### src/rtl/ptmx_ram.sv
// Generic RAM: one write port, two read ports with registered read data.
// No dependencies.
`timescale 1ns / 1ps

module ptmx_ram #(
    parameter int WIDTH = 8,
    parameter int DEPTH = 16
) (
    input  logic                     aclk,
    input  logic                     we,
    input  logic [$clog2(DEPTH)-1:0] waddr,
    input  logic [WIDTH-1:0]         wdata,
    input  logic [$clog2(DEPTH)-1:0] raddr_a,
    output logic [WIDTH-1:0]         rdata_a,
    input  logic [$clog2(DEPTH)-1:0] raddr_b,
    output logic [WIDTH-1:0]         rdata_b
);

    logic [WIDTH-1:0] mem [DEPTH];

    always_ff @(posedge aclk) begin
        if (we) begin
            mem[waddr] <= wdata;
        end
        rdata_a <= mem[raddr_a];
        rdata_b <= mem[raddr_b];
    end

endmodule

### config.mk
export PLATFORM = sky130hd
export DESIGN_NAME = ptmx_ram
export DESIGN_NICKNAME = d
export VERILOG_FILES = /design/src/rtl/ptmx_ram.sv
export SDC_FILE = /design/constraint.sdc
export NUM_CORES = 1
export LEC_CHECK = 0
export ABC_AREA = 1
export BUFFER_PORTS_ARGS = -buffer_cell sky130_fd_sc_hd__buf_4
export CORE_MARGIN = 2
export CORE_UTILIZATION = 35
export DETAILED_ROUTE_END_ITERATION = 16
export GPL_TIMING_DRIVEN = 0
export PLACE_DENSITY = 0.53
export SETUP_SLACK_MARGIN = 0.02
export SYNTH_ARGS = -nofsm -noshare
export SYNTH_HDL_FRONTEND = slang
export SYNTH_SLANG_ARGS = --single-unit
### constraint.sdc
create_clock -name aclk -period 3.3 [get_ports aclk]
set_clock_uncertainty 0.05 [all_clocks]
set_input_delay 0.495 -clock aclk [delete_from_list [all_inputs] [get_ports aclk]]
set_output_delay 0.495 -clock aclk [all_outputs]
set_load 0.05 [all_outputs]
==> results.json <==
{
  "status": "finished clean",
  "grt.overflow.total": 0,
  "dp_hpwl_mm": 17.1,
  "wl_mm": 25.4,
  "synth_cell_types": 13,
  "pre_cts_ws_ns": 1.09,
  "die_h_um": 148,
  "setup_viol": 0,
  "cts_setup_buffers": 0,
  "final.setup.worst_slack_ns": 1.50,
  "instances_no_fill": 1184,
  "worstReg2RegStart": "mem[3][1]$_DFFE_PP_",
  "fmax_mhz": 556,
  "dp.cells": 1152,
  "cts_resized": 0,
  "critPathMaxFanout": 8,
  "comb_power_share": 0.123,
  "period_share": 0.545,
  "drt_first_iter_violations": 901,
  "clk_path_buf_depth": 2,
  "synth_seq_cells": 144,
  "finalHoldViolations": 0,
  "p_leak_nw": 3.80,
  "worst_pin_slew_ns": 1.17,
  "io_buffers": 31,
  "pwr-share-clk": 0.437,
  "worst_path_dominant_cell_family": "simple AND/OR/NAND/NOR gates",
  "layout_common_cells": "nand2_1 (277), nand3_1 (225), inv_1 (134)",
  "worstHoldStart": "wdata[4]",
  "holdBufCountCts": 0,
  "ys_seq_area_frac": 0.574,
  "ys_warn_count": 0,
  "crit_type": "input port to flip-flop",
  "cp_num_buf_inv": 1,
  "num_rows": 52,
  "min_period_ns": 1.80,
  "clock_latency_ns": 0.43,
  "crit_chain": "buf_4 -> nand3b_1 -> nor2_1",
  "syn2layout_area_growth_pct": 16.5,
  "drcViolationCount": 0,
  "initial_utilization": 0.358,
  "seq_power_share": 0.440,
  "cp.required_ns": 3.29,
  "p_switching_w": 0.00122,
  "cts_tree": "built",
  "antenna_found_initial": 0,
  "core_um2": 20300,
  "antenna_cells": 0,
  "final_util": 0.417,
  "io_pins": 38,
  "netSwitchingFraction": 0.262,
  "rsz0062_at_grt": "false",
  "clockRootBuffer": "clkbuf_16",
  "cellPowerDensity_nw_per_um2": 551,
  "dieArea_um2": 21900,
  "synth_cells": 851,
  "clk_pin_slew_ns": 0.06,
  "cts.sink_count": 144,
  "grt.total_usage": 0.237,
  "avgRoutedWirePerCell_um": 21.5,
  "crit_arrival_ns": 1.79,
  "drive_gt1_frac": 0.121,
  "end_kind": "flip-flop",
  "fillers": 2068,
  "antenna_left": 0,
  "crit_path_max_incr_delay_ns": 0.93,
  "syn-cell-area_um2": 7260,
  "regArea_um2": 4160,
  "grt_max_degree": 17,
  "synth_nets": 873,
  "syn_area_per_cell_um2": 8.53,
  "finish.net_count": 923,
  "slew_headroom": 0.217,
  "slowest_stage": "nor2_1",
  "mostFrequentLayoutCell": "nand2_1",
  "first_global_vias": 5791,
  "htreeDepth": 4,
  "via_per_inst": 5.21,
  "die_x_um": 148,
  "drv_slew": 0,
  "vias": 6167,
  "grt_first_pass_wirelength_mm": 37.1,
  "multi_input_area_um2": 2240,
  "hold_ws_ns": 0.367,
  "numCtsBuffers": 17,
  "drt-pass1-iter-count": 6,
  "fin_setup_tns_ns": 0,
  "startpoint": "waddr[3]",
  "place.gp.congestion": 0.942,
  "p_int_w": 0.00344,
  "vdd_drop_max_v": 0.000326,
  "start_kind": "input port",
  "drv_cap": 0,
  "hp-class": "input port to flip-flop"
}
-- state kept, by name, summed over array words and instances, names as in the netlist --
name	cells
rdata_b	8
rdata_a	8
mem	128
-- cells by family (layout without fill, tap and decap cells) --
family | after synthesis | count (layout) | share of synthesized area
buffers and inverters | 186 | 249 | 0.117
flip-flops | 144 | 144 | 0.574
AND/OR/NAND/NOR | 521 | 521 | 0.309
-- power by group through the flow --
stage | Clock (W) | Sequential, W | Combinational, W
after global placement | 0 | 0.00209 | 0.000560
after floorplan | 0 | 0.00217 | 0.000257
after CTS | 0.00205 | 0.00205 | 0.000560
after global routing | 0.00212 | 0.00206 | 0.000604
final | 0.00203 | 0.00205 | 0.000574
after detailed placement | 0 | 0.00209 | 0.000559
-- metrics by stage --
step / cell area, um^2 / power (W)
after floorplan: 7260 / 0.00243
after global placement: 7830 / 0.00265
after detailed placement: 7830 / 0.00265
after CTS: 8460 / 0.00466
after global routing: 8460 / 0.00478
final: 8460 / 0.00466
-- Yosys cell counts --
master / instances / share of area
edfxtp_1: 128 / 0.53
clkbuf_1: 3 / 0.0016
buf_1: 1 / 0.00052
inv_1: 134 / 0.069
buf_4: 4 / 0.0041
nand3_1: 225 / 0.16
inv_2: 4 / 0.0021
buf_6: 14 / 0.022
nor2_1: 17 / 0.0088
buf_2: 26 / 0.018
nand3b_1: 2 / 0.0021
nand2_1: 277 / 0.14
dfxtp_1: 16 / 0.044
-- layout make-up --
class | instances | area share
repair buffers | 31 | 0.0275
plain buffers | 48 | 0.0394
multi-input cells | 521 | 0.265
well taps | 270 | 0.0399
clock buffers | 20 | 0.0592
clock inverters | 12 | 0.0149
flip-flops and latches | 144 | 0.492
inverters | 138 | 0.0613
-- path summary, 6_finish.rpt --
kind | to | slack [ns] | depth (start not counted)
setup / recovery | mem[6][0]$_DFFE_PP_ | 1.50 | 3
hold / removal | mem[15][4]$_DFFE_PP_ | 0.37 | 1
setup reg to reg | rdata_b[1]$_DFF_P_ | 2.07 | 6
hold reg to reg | rdata_a[4]$_DFF_P_ | 0.63 | 6
-- layer usage --
layer	track usage	part of all wire	vias to the layer above	wire length (um)
met5	0	0	-	0
met4	0.126	0.045	0	1140
met3	0.0457	0.095	67	2410
met2	0.343	0.43	401	10800
met1	0.336	0.43	2855	11000
li1	-	-	2844	-
No activity file was read; power rests on OpenSTA's default activity.
